===== src/rtl/sha_pkg.sv =====
// SHA-256 stream hasher package: controller/datapath command and status types,
// FSM state type, round constants, initial hash values and round functions.
// No dependencies.
`timescale 1ns / 1ps

package sha_pkg;

	localparam logic [1:0] MODE_DATA    = 2'd0;
	localparam logic [1:0] MODE_FINISH  = 2'd1;
	localparam logic [1:0] MODE_RESTART = 2'd2;

	localparam logic [1:0] STATUS_OK       = 2'd0;
	localparam logic [1:0] STATUS_FINISHED = 2'd1;
	localparam logic [1:0] STATUS_OVERFLOW = 2'd2;

	localparam logic [7:0] PAD_MARK = 8'h80;
	localparam logic [5:0] LEN_POS  = 6'd56;

	typedef enum logic [2:0] {
		ST_IDLE,
		ST_PAD,
		ST_LOAD,
		ST_ROUND,
		ST_FOLD,
		ST_EMIT
	} state_t;

	typedef enum logic [1:0] {
		SEL_DATA,
		SEL_MARK,
		SEL_PAD
	} byte_sel_t;

	typedef struct packed {
		logic       shift_byte;
		byte_sel_t  byte_sel;
		logic       start_pad;
		logic       load;
		logic       round;
		logic       fold;
		logic       fold_pad;
		logic       emit_load;
		logic       err_load;
		logic [1:0] err_code;
		logic       set_done;
		logic       restart;
	} cmd_t;

	typedef struct packed {
		logic fill_full;
		logic done;
		logic at_limit;
		logic lenphase;
		logic round_last;
		logic emit_last;
		logic out_free;
	} stat_t;

	function automatic logic [31:0] round_k(input logic [5:0] i);
		logic [31:0] k;
		case (i)
			6'd0:  k = 32'h428A2F98; 6'd1:  k = 32'h71374491;
			6'd2:  k = 32'hB5C0FBCF; 6'd3:  k = 32'hE9B5DBA5;
			6'd4:  k = 32'h3956C25B; 6'd5:  k = 32'h59F111F1;
			6'd6:  k = 32'h923F82A4; 6'd7:  k = 32'hAB1C5ED5;
			6'd8:  k = 32'hD807AA98; 6'd9:  k = 32'h12835B01;
			6'd10: k = 32'h243185BE; 6'd11: k = 32'h550C7DC3;
			6'd12: k = 32'h72BE5D74; 6'd13: k = 32'h80DEB1FE;
			6'd14: k = 32'h9BDC06A7; 6'd15: k = 32'hC19BF174;
			6'd16: k = 32'hE49B69C1; 6'd17: k = 32'hEFBE4786;
			6'd18: k = 32'h0FC19DC6; 6'd19: k = 32'h240CA1CC;
			6'd20: k = 32'h2DE92C6F; 6'd21: k = 32'h4A7484AA;
			6'd22: k = 32'h5CB0A9DC; 6'd23: k = 32'h76F988DA;
			6'd24: k = 32'h983E5152; 6'd25: k = 32'hA831C66D;
			6'd26: k = 32'hB00327C8; 6'd27: k = 32'hBF597FC7;
			6'd28: k = 32'hC6E00BF3; 6'd29: k = 32'hD5A79147;
			6'd30: k = 32'h06CA6351; 6'd31: k = 32'h14292967;
			6'd32: k = 32'h27B70A85; 6'd33: k = 32'h2E1B2138;
			6'd34: k = 32'h4D2C6DFC; 6'd35: k = 32'h53380D13;
			6'd36: k = 32'h650A7354; 6'd37: k = 32'h766A0ABB;
			6'd38: k = 32'h81C2C92E; 6'd39: k = 32'h92722C85;
			6'd40: k = 32'hA2BFE8A1; 6'd41: k = 32'hA81A664B;
			6'd42: k = 32'hC24B8B70; 6'd43: k = 32'hC76C51A3;
			6'd44: k = 32'hD192E819; 6'd45: k = 32'hD6990624;
			6'd46: k = 32'hF40E3585; 6'd47: k = 32'h106AA070;
			6'd48: k = 32'h19A4C116; 6'd49: k = 32'h1E376C08;
			6'd50: k = 32'h2748774C; 6'd51: k = 32'h34B0BCB5;
			6'd52: k = 32'h391C0CB3; 6'd53: k = 32'h4ED8AA4A;
			6'd54: k = 32'h5B9CCA4F; 6'd55: k = 32'h682E6FF3;
			6'd56: k = 32'h748F82EE; 6'd57: k = 32'h78A5636F;
			6'd58: k = 32'h84C87814; 6'd59: k = 32'h8CC70208;
			6'd60: k = 32'h90BEFFFA; 6'd61: k = 32'hA4506CEB;
			6'd62: k = 32'hBEF9A3F7; 6'd63: k = 32'hC67178F2;
			default: k = 32'h0;
		endcase
		return k;
	endfunction

	function automatic logic [31:0] init_h(input logic [2:0] i);
		logic [31:0] h;
		case (i)
			3'd0: h = 32'h6A09E667;
			3'd1: h = 32'hBB67AE85;
			3'd2: h = 32'h3C6EF372;
			3'd3: h = 32'hA54FF53A;
			3'd4: h = 32'h510E527F;
			3'd5: h = 32'h9B05688C;
			3'd6: h = 32'h1F83D9AB;
			3'd7: h = 32'h5BE0CD19;
			default: h = 32'h0;
		endcase
		return h;
	endfunction

	function automatic logic [31:0] big_sig0(input logic [31:0] x);
		return {x[1:0], x[31:2]} ^ {x[12:0], x[31:13]} ^ {x[21:0], x[31:22]};
	endfunction

	function automatic logic [31:0] big_sig1(input logic [31:0] x);
		return {x[5:0], x[31:6]} ^ {x[10:0], x[31:11]} ^ {x[24:0], x[31:25]};
	endfunction

	function automatic logic [31:0] small_sig0(input logic [31:0] x);
		return {x[6:0], x[31:7]} ^ {x[17:0], x[31:18]} ^ {3'b000, x[31:3]};
	endfunction

	function automatic logic [31:0] small_sig1(input logic [31:0] x);
		return {x[16:0], x[31:17]} ^ {x[18:0], x[31:19]} ^ {10'b0, x[31:10]};
	endfunction

endpackage


===== src/rtl/sha256_stream_hasher_core.sv =====
// SHA-256 stream hasher, top level: joins the controller and the datapath.
// Depends on sha_pkg, sha_ctrl and sha_datapath.
`timescale 1ns / 1ps

// Streaming SHA-256. Each input transaction carries a mode in s_tuser (append byte,
// finish, restart) and a message byte in s_tdata[7:0]. An appended byte is shifted
// into the block line; the byte that fills a 64-byte block starts the compression
// (a load, 64 rounds through a single round unit, a fold). A finish shifts padding
// in one byte a cycle up to the end of the block, and through a second block when
// the length spills into it, then compresses one or two blocks and returns eight
// digest words, most significant first, one per output transaction, with tlast on
// the eighth. A data or finish transaction after a finish, or a byte past the
// length limit, returns a single error word with tlast set. Input is taken only
// while no work is in flight and the output register is free or being emptied.
module sha256_stream_hasher_core import sha_pkg::*; (
	input  logic        clk,
	input  logic        arst_n,
	input  logic        s_tvalid,
	output logic        s_tready,
	input  logic [7:0]  s_tdata,  // [7:0] data_byte
	input  logic [1:0]  s_tuser,  // [1:0] mode
	output logic        m_tvalid,
	input  logic        m_tready,
	output logic [39:0] m_tdata,  // [31:0] digest_word, [34:32] word_index, [39:35] zero
	output logic        m_tlast,  // last_word
	output logic [1:0]  m_tuser   // [1:0] status
);

	cmd_t  cmd;
	stat_t stat;

	sha_ctrl u_ctrl (
		.clk      (clk),
		.arst_n   (arst_n),
		.s_tvalid (s_tvalid),
		.mode     (s_tuser),
		.s_tready (s_tready),
		.stat     (stat),
		.cmd      (cmd)
	);

	sha_datapath u_datapath (
		.clk       (clk),
		.arst_n    (arst_n),
		.data_byte (s_tdata),
		.cmd       (cmd),
		.stat      (stat),
		.m_tready  (m_tready),
		.m_tvalid  (m_tvalid),
		.m_tdata   (m_tdata),
		.m_tlast   (m_tlast),
		.m_tuser   (m_tuser)
	);

endmodule


===== src/rtl/sha_ctrl.sv =====
// SHA-256 stream hasher controller: sequences byte intake, padding, the
// 64 rounds, chaining fold and digest emission. Depends on sha_pkg.
`timescale 1ns / 1ps

module sha_ctrl import sha_pkg::*; (
	input  logic       clk,
	input  logic       arst_n,
	input  logic       s_tvalid,
	input  logic [1:0] mode,
	output logic       s_tready,
	input  stat_t      stat,
	output cmd_t       cmd
);

	state_t state_q, state_d;
	logic   pad_q, pad_d;
	logic   accept;

	assign s_tready = (state_q == ST_IDLE) && stat.out_free;
	assign accept   = s_tvalid && s_tready;

	always_ff @(posedge clk or negedge arst_n) begin
		if (!arst_n) begin
			state_q <= ST_IDLE;
			pad_q   <= 1'b0;
		end else begin
			state_q <= state_d;
			pad_q   <= pad_d;
		end
	end

	// next state
	always_comb begin
		state_d = state_q;
		pad_d   = pad_q;
		case (state_q)
			ST_IDLE: begin
				if (accept && !stat.done) begin
					if (mode == MODE_DATA && !stat.at_limit && stat.fill_full)
						state_d = ST_LOAD;
					else if (mode == MODE_FINISH) begin
						pad_d   = 1'b1;
						state_d = stat.fill_full ? ST_LOAD : ST_PAD;
					end
				end
			end
			ST_PAD:   if (stat.fill_full) state_d = ST_LOAD;
			ST_LOAD:  state_d = ST_ROUND;
			ST_ROUND: if (stat.round_last) state_d = ST_FOLD;
			ST_FOLD: begin
				if (!pad_q)
					state_d = ST_IDLE;
				else if (stat.lenphase) begin
					pad_d   = 1'b0;
					state_d = ST_EMIT;
				end else
					state_d = ST_PAD;
			end
			ST_EMIT:  if (stat.out_free && stat.emit_last) state_d = ST_IDLE;
			default:  state_d = ST_IDLE;
		endcase
	end

	// outputs
	always_comb begin
		cmd = '0;
		cmd.byte_sel = SEL_DATA;
		cmd.err_code = STATUS_OK;
		case (state_q)
			ST_IDLE: begin
				if (accept) begin
					if (mode == MODE_RESTART)
						cmd.restart = 1'b1;
					else if (mode == MODE_DATA || mode == MODE_FINISH) begin
						if (stat.done) begin
							cmd.err_load = 1'b1;
							cmd.err_code = STATUS_FINISHED;
						end else if (mode == MODE_DATA) begin
							if (stat.at_limit) begin
								cmd.err_load = 1'b1;
								cmd.err_code = STATUS_OVERFLOW;
							end else
								cmd.shift_byte = 1'b1;
						end else begin
							cmd.shift_byte = 1'b1;
							cmd.byte_sel   = SEL_MARK;
							cmd.start_pad  = 1'b1;
						end
					end
				end
			end
			ST_PAD: begin
				cmd.shift_byte = 1'b1;
				cmd.byte_sel   = SEL_PAD;
			end
			ST_LOAD:  cmd.load  = 1'b1;
			ST_ROUND: cmd.round = 1'b1;
			ST_FOLD: begin
				cmd.fold     = 1'b1;
				cmd.fold_pad = pad_q;
			end
			ST_EMIT: begin
				if (stat.out_free) begin
					cmd.emit_load = 1'b1;
					cmd.set_done  = stat.emit_last;
				end
			end
			default: ;
		endcase
	end

endmodule


===== src/rtl/sha_datapath.sv =====
// SHA-256 stream hasher datapath: block shift line, message schedule window,
// round unit, chaining words, counters and the output register. Depends on sha_pkg.
`timescale 1ns / 1ps

module sha_datapath import sha_pkg::*; (
	input  logic        clk,
	input  logic        arst_n,
	input  logic [7:0]  data_byte,
	input  cmd_t        cmd,
	output stat_t       stat,
	input  logic        m_tready,
	output logic        m_tvalid,
	output logic [39:0] m_tdata,
	output logic        m_tlast,
	output logic [1:0]  m_tuser
);

	logic [511:0] blk_q;
	logic [31:0]  w_q [16];
	logic [31:0]  work_q [8];
	logic [31:0]  h_q [8];
	logic [5:0]   round_q;
	logic [5:0]   fill_q;
	logic [60:0]  total_q;
	logic         done_q;
	logic         lenphase_q;
	logic [2:0]   idx_q;
	logic         out_valid_q;
	logic [31:0]  out_word_q;
	logic [2:0]   out_idx_q;
	logic         out_last_q;
	logic [1:0]   out_status_q;

	logic [7:0]   in_byte;
	logic [63:0]  len_bits;
	logic [31:0]  t1, t2, w_new;
	logic         out_free;

	assign len_bits = {total_q, 3'b000};
	assign out_free = !out_valid_q || m_tready;

	always_comb begin
		case (cmd.byte_sel)
			SEL_DATA: in_byte = data_byte;
			SEL_MARK: in_byte = PAD_MARK;
			SEL_PAD:  in_byte = (lenphase_q && fill_q >= LEN_POS) ?
			                    len_bits[{~fill_q[2:0], 3'b000} +: 8] : 8'h00;
			default:  in_byte = 8'h00;
		endcase
	end

	always_comb begin
		t1 = work_q[7] + big_sig1(work_q[4]) +
		     ((work_q[4] & work_q[5]) ^ (~work_q[4] & work_q[6])) +
		     round_k(round_q) + w_q[0];
		t2 = big_sig0(work_q[0]) +
		     ((work_q[0] & work_q[1]) ^ (work_q[0] & work_q[2]) ^ (work_q[1] & work_q[2]));
		w_new = w_q[0] + small_sig0(w_q[1]) + w_q[9] + small_sig1(w_q[14]);
	end

	// payload: block line, schedule window, working variables
	always_ff @(posedge clk) begin
		if (cmd.shift_byte)
			blk_q <= {blk_q[503:0], in_byte};
		if (cmd.load) begin
			for (int j = 0; j < 16; j++)
				w_q[j] <= blk_q[511 - 32 * j -: 32];
			for (int j = 0; j < 8; j++)
				work_q[j] <= h_q[j];
		end else if (cmd.round) begin
			for (int j = 0; j < 15; j++)
				w_q[j] <= w_q[j + 1];
			w_q[15] <= w_new;
			work_q[0] <= t1 + t2;
			work_q[1] <= work_q[0];
			work_q[2] <= work_q[1];
			work_q[3] <= work_q[2];
			work_q[4] <= work_q[3] + t1;
			work_q[5] <= work_q[4];
			work_q[6] <= work_q[5];
			work_q[7] <= work_q[6];
		end
	end

	always_ff @(posedge clk) begin
		if (cmd.emit_load) begin
			out_word_q   <= h_q[idx_q];
			out_idx_q    <= idx_q;
			out_last_q   <= (idx_q == 3'd7);
			out_status_q <= STATUS_OK;
		end else if (cmd.err_load) begin
			out_word_q   <= 32'h0;
			out_idx_q    <= 3'd0;
			out_last_q   <= 1'b1;
			out_status_q <= cmd.err_code;
		end
	end

	always_ff @(posedge clk or negedge arst_n) begin
		if (!arst_n) begin
			for (int j = 0; j < 8; j++)
				h_q[j] <= init_h(3'(j));
			round_q     <= '0;
			fill_q      <= '0;
			total_q     <= '0;
			done_q      <= 1'b0;
			lenphase_q  <= 1'b0;
			idx_q       <= '0;
			out_valid_q <= 1'b0;
		end else begin
			if (cmd.restart) begin
				for (int j = 0; j < 8; j++)
					h_q[j] <= init_h(3'(j));
				fill_q  <= '0;
				total_q <= '0;
				done_q  <= 1'b0;
			end
			if (cmd.shift_byte) begin
				fill_q <= fill_q + 6'd1;
				if (cmd.byte_sel == SEL_DATA)
					total_q <= total_q + 61'd1;
			end
			// length bytes go in this block only if the marker left room for them
			if (cmd.start_pad)
				lenphase_q <= (fill_q < LEN_POS);
			if (cmd.load)
				round_q <= '0;
			else if (cmd.round)
				round_q <= round_q + 6'd1;
			if (cmd.fold) begin
				for (int j = 0; j < 8; j++)
					h_q[j] <= h_q[j] + work_q[j];
				if (cmd.fold_pad)
					lenphase_q <= 1'b1;
			end
			if (cmd.emit_load)
				idx_q <= idx_q + 3'd1;
			if (cmd.set_done)
				done_q <= 1'b1;
			if (cmd.emit_load || cmd.err_load)
				out_valid_q <= 1'b1;
			else if (m_tready)
				out_valid_q <= 1'b0;
		end
	end

	assign stat.fill_full  = (fill_q == 6'd63);
	assign stat.done       = done_q;
	assign stat.at_limit   = &total_q;
	assign stat.lenphase   = lenphase_q;
	assign stat.round_last = (round_q == 6'd63);
	assign stat.emit_last  = (idx_q == 3'd7);
	assign stat.out_free   = out_free;

	assign m_tvalid = out_valid_q;
	assign m_tdata  = {5'b00000, out_idx_q, out_word_q};
	assign m_tlast  = out_last_q;
	assign m_tuser  = out_status_q;

endmodule


===== config.mk =====
export PLATFORM = sky130hd
export DESIGN_NAME = sha256_stream_hasher_core
export DESIGN_NICKNAME = d
export VERILOG_FILES = /design/src/rtl/sha_pkg.sv /design/src/rtl/sha256_stream_hasher_core.sv /design/src/rtl/sha_ctrl.sv /design/src/rtl/sha_datapath.sv
export SDC_FILE = /design/constraint.sdc
export NUM_CORES = 2
export LEC_CHECK = 0
export BUFFER_PORTS_ARGS = -buffer_cell sky130_fd_sc_hd__buf_2
export CAP_MARGIN = 10
export CORE_ASPECT_RATIO = 1.5
export CORE_MARGIN = 1.5
export CORE_UTILIZATION = 47
export CTS_BUF_LIST = sky130_fd_sc_hd__clkbuf_8
export CTS_CLUSTER_SIZE = 24
export DETAILED_ROUTE_END_ITERATION = 16
export HOLD_SLACK_MARGIN = 0.06
export SKIP_CTS_REPAIR_TIMING = 1
export SLEW_MARGIN = 20
export SYNTH_ARGS = -nofsm -noshare
export SYNTH_HDL_FRONTEND = slang
export SYNTH_SLANG_ARGS = --single-unit

===== constraint.sdc =====
create_clock -name clk -period 29.3 [get_ports clk]
set_input_delay 1.465 -clock clk [delete_from_list [all_inputs] [get_ports clk]]
set_output_delay 1.465 -clock clk [all_outputs]
set_load 0.005 [all_outputs]

Word-level counts from Yosys, hierarchy flattened. Memories as Yosys holds them, arrays and structs flattened. Index checks and enable logic that the tools add are counted.

Memory bits (read-only): 2048. Output and inout bits: 45. Register bits: 889. RAM bits: 768. Logic and storage cells: 237. Memories: 3.

$lt $le $gt $ge: 3. Shift-type cells: 1. Bitwise gates (word level): 43. Reduce and logical (&&, ||, !) cells: 26. Add/sub/neg operators: 22. Equal/unequal tests: 19. Mux-type cells: 98.

Memory list: (name not given) (depth 64, bits a word 32, rd ports 1, clocked after Yosys merged registers in 0, wr ports 0, RTL line sha_pkg.sv:61) `case (i)`; u_datapath.w_q (depth 16, bits a word 32, rd ports 16, clocked after Yosys merged registers in 0, wr ports 16, RTL line sha_datapath.sv:19) `logic [31:0] w_q [16];`; u_datapath.work_q (depth 8, bits a word 32, rd ports 8, clocked after Yosys merged registers in 0, wr ports 8, RTL line sha_datapath.sv:20) `logic [31:0] work_q [8];`.

Operators by type and width (number): $mux W32 (28); $add A32 B32 Y32 (18); $mux W256 (2); $xor A32 B32 Y32 (9); $mux W61 (3); $and A32 B32 Y32 (5); $bmux W32 S3 (1); $shiftx A64 B7 Y8 (1); $add A61 B1 Y61 const B (1); $reduce_and A61 Y1 (1); $mux W3 (17); $not A32 Y32 (1); $xor A32 B22 Y32 (1); $xor A32 B29 Y32 (1); $mux W1 (31); $mux W6 (4); $or A1 B1 Y1 (24); $pmux W8 S3 (1); $pmux W3 S6 (1); $mux W4 (4); $reduce_bool A2 Y1 (7); $add A6 B1 Y6 const B (2); $eq A6 B6 Y1 const B (2); $eq A3 B3 Y1 const B (3); other kinds (24) (44).

Logic depth before layout (Yosys ltp).
Depth after elaboration: 11. Mapped depth: 42. Mapped depth without buffers: 42.

Cells and area by module. Synthesis repeated with hierarchy kept, for this count alone.

Cells, all modules: 8448. Area total of the unflattened synthesis: 93133.1 um2.

Modules (own cells, without submodules): sha_datapath (cells an instance 8398, sequential area each 48111.1 um2, times used 1, area each 92687.6 um2); sha_ctrl (cells an instance 50, sequential area each 100.1 um2, times used 1, area each 445.4 um2).

Worst setup path before layout. No wires, ideal clock.

Path type: reg2reg. From: register u_ctrl.state_q[2]. To: memory u_datapath.w_q[0][0] (enable). Required time: 23316 ps. Period minus slack after synthesis: 20647 ps. Arrival: 14662 ps. Stages on the path, launching flop included: 5. Path slack: 8653 ps. Library setup time: 5984 ps. Cells stage by stage: dfrtp_1 -> buf_2 -> nand2b_1 -> clkbuf_1 -> clkinv_1.

RTL lines: from (decl) (RTL line sha_ctrl.sv:15) `state_t state_q, state_d;`; from (signal assigned) (RTL line sha_ctrl.sv:27) `state_q <= state_d;`; to (decl) (RTL line sha_datapath.sv:19).

==> implementation parameters <==
Parameter                              Value

Setup path
  Reg2reg start    u_datapath.round_q[1]$_DFFE_PN0P_
  Worst reg-to-reg path cell count    36
  Crit path max fanout    15
  Category of the worst setup path launch point    register
  Required time of the worst setup path    29960 ps
  Maximum cell stage delay along the critical path    920 ps
  Most common cell type on the critical path    sky130_fd_sc_hd__o21ai_0
  Arrival time of the worst setup path    between 10000 and 15000 ps
  Critical path launch point    u_datapath.round_q[1]$_DFFE_PN0P_
  R2r setup slk    18120 ps
  Worst setup path category    reg2reg
  Crit. End Element    register
  Crit-path slowest cell    sky130_fd_sc_hd__a2111oi_0

Floorplanning
  Effective utilization at floorplan    47.34%
  Die footprint    198300 µm²
  Count of pins on the block boundary    59
  Num rows    around 200
  Width of the die    364.1 µm
  Die Ht    544.7 µm
  Core Box Area    ~190000 µm²

Final layout
  Net count reported at finish    9421
  Final non-filler cell total    11630
  Commonest non-fill, non-tap cells in the layout    sky130_fd_sc_hd__nand2_1, sky130_fd_sc_hd__edfxtp_1, sky130_fd_sc_hd__a21oi_1
  Number of filler cells placed in the layout    17710
  Fraction of layout cells with a size suffix above 1    8.710%
  Most common cell after layout, fill and taps aside    sky130_fd_sc_hd__nand2_1
  Layout area overhead    8.714%
  Final instance area    roughly 100000 µm²

GRT
  Global route hottest layer    met2
  Via count of the first global-routing pass    67790
  Global-route wire length before repair    444000 µm
  Global Route met2 Usage    53.29%
  GRT Total Usage    30.37%
  Met3 usage    3.917%
  Number of antenna violations at the first check in global routing    2
  GR Layer Usage met1    33.12%
  Aggregate global routing overflow    0
  Pin count of the biggest net entering global routing    190

Run
  Maxcap violations    0

Worst hold path
  Launch instance of the worst min-delay path    u_datapath.blk_q[375]$_DFFE_PP_
  Worst hold stages    0
  Worst min path class    reg2reg

Synth
  Post-synthesis compound-gate area fraction    10.79%
  Post-synthesis share of cell area spent on and, or, nand and nor gates    15.54%
  Adder and majority gate portion of the synthesized area    9.948%
  Cell count after synthesis    8805
  Cell variety after synth    98
  Post-synthesis sequential area ratio    52.44%
  Post-synthesis share of cell area spent on xor and xnor gates    5.678%
  Post-Synthesis Cell Area    91940 µm²
  Dominant combinational cell family by area after synthesis    simple AND/OR/NAND/NOR gates
  Portion of netlist area occupied by mux cells    ~2.6%
  Post-synthesis sequential element count    1657
  EDFF count, synth    1316
  Top FF cell, synth    sky130_fd_sc_hd__edfxtp_1
  Async SR Flop Fraction    20.46%
  Number of synthesis warnings    0
  Post-Syn Area per Cell    10.44 µm²

STA
  Post-layout min period    11180 ps
  Max-Slew Margin vs Limit    19.40%
  Final Hold Vio Count    0
  Final-report max-slew violation count    0
  Slew at the pin closest to its max-slew limit    1206 ps
  Total Negative Setup Slacks    0 ps
  Largest clock skew in the final design    around 80 ps
  RSZ-0062 raised after global routing    false
  Final-report setup violation count    0
  Max Clk Rate    0.08944 GHz
  Tcrit/Tclk final    38.16%
  Min setup slack post-route    between 15000 and 20000 ps

Detailed routing
  Wire length per cell after detailed routing    26.00 µm
  DRC violation count after routing    0
  Number of violations reported at the end of detailed-routing iteration 0    5517
  Via-per-instance ratio    5.770
  DR vias    67100
  Iteration count of the initial detailed-routing pass    8
  Post-route antenna net violation count    0
  Aggregate routed wire length    302300 µm

Clocking
  Number of sinks on the clock net    between 1500 and 2000
  H-tree depth    5
  Number of buffers on the longest clock path    4
  CTS clk-pin slew, worst paths    approximately 60 ps
  Cts bufs inserted    approximately 280
  Clock insertion delay at the later pin of the skew report    960 ps
  CTS tree    yes
  Clock Tree Root    sky130_fd_sc_hd__clkbuf_8

Placement
  Number of buffer cells added on primary ports    53
  Routability congestion estimate from global placement    0.9967
  DP HPWL    217300 µm
  Placed instance area    ~95000 µm²
  Pre-CTS setup slack    18280 ps
  Placed Cells    11130

Run status
  Outcome    finished, final reports clean
## layer usage
| layer | share of wire (%) | vias up | routed length [µm] |
|---|---|---|---|
| li1 | - | 30820 | - |
| met1 | 36 | 33310 | 107600 |
| met2 | 50 | 2141 | 152200 |
| met3 | 4.8 | 835 | 14460 |
| met4 | 9.3 | 0 | 28030 |
| met5 | 0 | - | 0 |
## logic make-up (layout without fill, tap and decap cells)
group / count (synthesis) / count (layout)
AO/OA/AOI/OAI: 1616 / 1616
XOR/XNOR: 596 / 596
adder cells (fa/ha/maj): 619 / 619
buffers and inverters: 721 / 936
flip-flops: 1657 / 1657
multiplexers: 142 / 142
other: 1 / 9
AND/OR/NAND/NOR: 3453 / 3453
## worst max-delay path, delay by kind of cell, from the launching register on
family	cells	cell delay (ps)
compound gates	15	4070
fa+ha+maj	8	3620
simple gates	7	1470
buf+inv	4	750
flops	1	660
xor+xnor	2	340
## layout make-up
cell class                 count  area, µm²  share of cell area [%]
antenna                        4      10.01                 0.01001
multi-input combinational   6431      41110                   41.13
timing repair buffer         152       1110                   1.110
clock buffer                 298       4101                   4.103
tap                         2600       3253                   3.255
sequential                  1657      48230                   48.25
inverter                     293       1115                   1.115
clock inverter               193       1028                   1.029
## cells in the mapped netlist, types with 20 or more instances
cell type	instances	share of area [%]
sky130_fd_sc_hd__a21oi_1	511	2.8
sky130_fd_sc_hd__mux2i_1	55	0.60
sky130_fd_sc_hd__o21ai_1	20	0.11
sky130_fd_sc_hd__ha_1	399	5.4
sky130_fd_sc_hd__nor2b_1	42	0.29
sky130_fd_sc_hd__edfxtp_1	1316	43
sky130_fd_sc_hd__dfstp_2	136	3.9
sky130_fd_sc_hd__nand3_1	165	0.90
sky130_fd_sc_hd__dfrtp_1	203	5.5
sky130_fd_sc_hd__o21bai_1	42	0.34
sky130_fd_sc_hd__buf_1	53	0.22
sky130_fd_sc_hd__nand2_1	2507	10
sky130_fd_sc_hd__a21o_1	170	1.4
sky130_fd_sc_hd__and2_1	25	0.17
sky130_fd_sc_hd__a31oi_1	48	0.33
sky130_fd_sc_hd__clkbuf_1	363	1.5
sky130_fd_sc_hd__nand4_1	51	0.35
sky130_fd_sc_hd__inv_1	287	1.2
sky130_fd_sc_hd__a211oi_1	43	0.35
sky130_fd_sc_hd__nor2_1	328	1.3
sky130_fd_sc_hd__maj3_1	25	0.27
sky130_fd_sc_hd__o21a_1	52	0.42
sky130_fd_sc_hd__o211ai_1	29	0.24
sky130_fd_sc_hd__nor3_1	124	0.68
sky130_fd_sc_hd__and3_1	40	0.27
sky130_fd_sc_hd__o31ai_1	39	0.32
sky130_fd_sc_hd__fa_1	195	4.2
sky130_fd_sc_hd__xnor2_1	385	3.7
sky130_fd_sc_hd__or3_1	24	0.16
sky130_fd_sc_hd__nand2b_1	70	0.48
sky130_fd_sc_hd__mux4_2	79	1.9
sky130_fd_sc_hd__a311oi_1	20	0.19
sky130_fd_sc_hd__xor2_1	211	2.0
sky130_fd_sc_hd__o21ai_0	456	2.5
## final timing paths
path	endpoint
max in group asynchronous	u_datapath.h_q[180]$_DFFE_PN0P_
hold reg to reg	u_datapath.blk_q[383]$_DFFE_PP_
hold / removal	u_datapath.blk_q[383]$_DFFE_PP_
setup reg to reg	u_datapath.work_q[0][29]$_DFFE_PP_
min in group asynchronous	u_datapath.h_q[162]$_DFFE_PN0P_
setup / recovery	u_datapath.work_q[0][29]$_DFFE_PP_
## stage by stage
| step | hold WS (ps) | utilization [%] |
|---|---|---|
| 2_1_floorplan | 426.2 | - |
| 3_3_place_gp | 428.4 | 48.81 |
| 3_5_place_dp | 431.3 | 48.81 |
| 4_1_cts | 427.1 | 51.45 |
| 5_1_grt | 437.4 | 51.46 |
| 6_report | 431.7 | 51.46 |
## state kept, by name, summed over array words and instances (netlist names)
| register | count |
|---|---|
| u_datapath.blk_q | 512 |
| u_datapath.w_q | 512 |
| u_datapath.h_q | 256 |
| u_datapath.work_q | 256 |
| u_datapath.total_q | 61 |
| u_datapath.out_word_q | 32 |
| u_datapath.fill_q | 6 |
| u_datapath.round_q | 6 |
| u_ctrl.state_q | 3 |
| u_datapath.idx_q | 3 |
| u_datapath.out_idx_q | 3 |
| u_datapath.m_tuser | 2 |
| u_ctrl.pad_q | 1 |
| u_datapath.done_q | 1 |
| u_datapath.lenphase_q | 1 |
| u_datapath.m_tlast | 1 |
| u_datapath.m_tvalid | 1 |
Power is left out: the tool's default activity adds up to more than one toggle a clock period on the data nets, which glitch-free logic cannot reach.
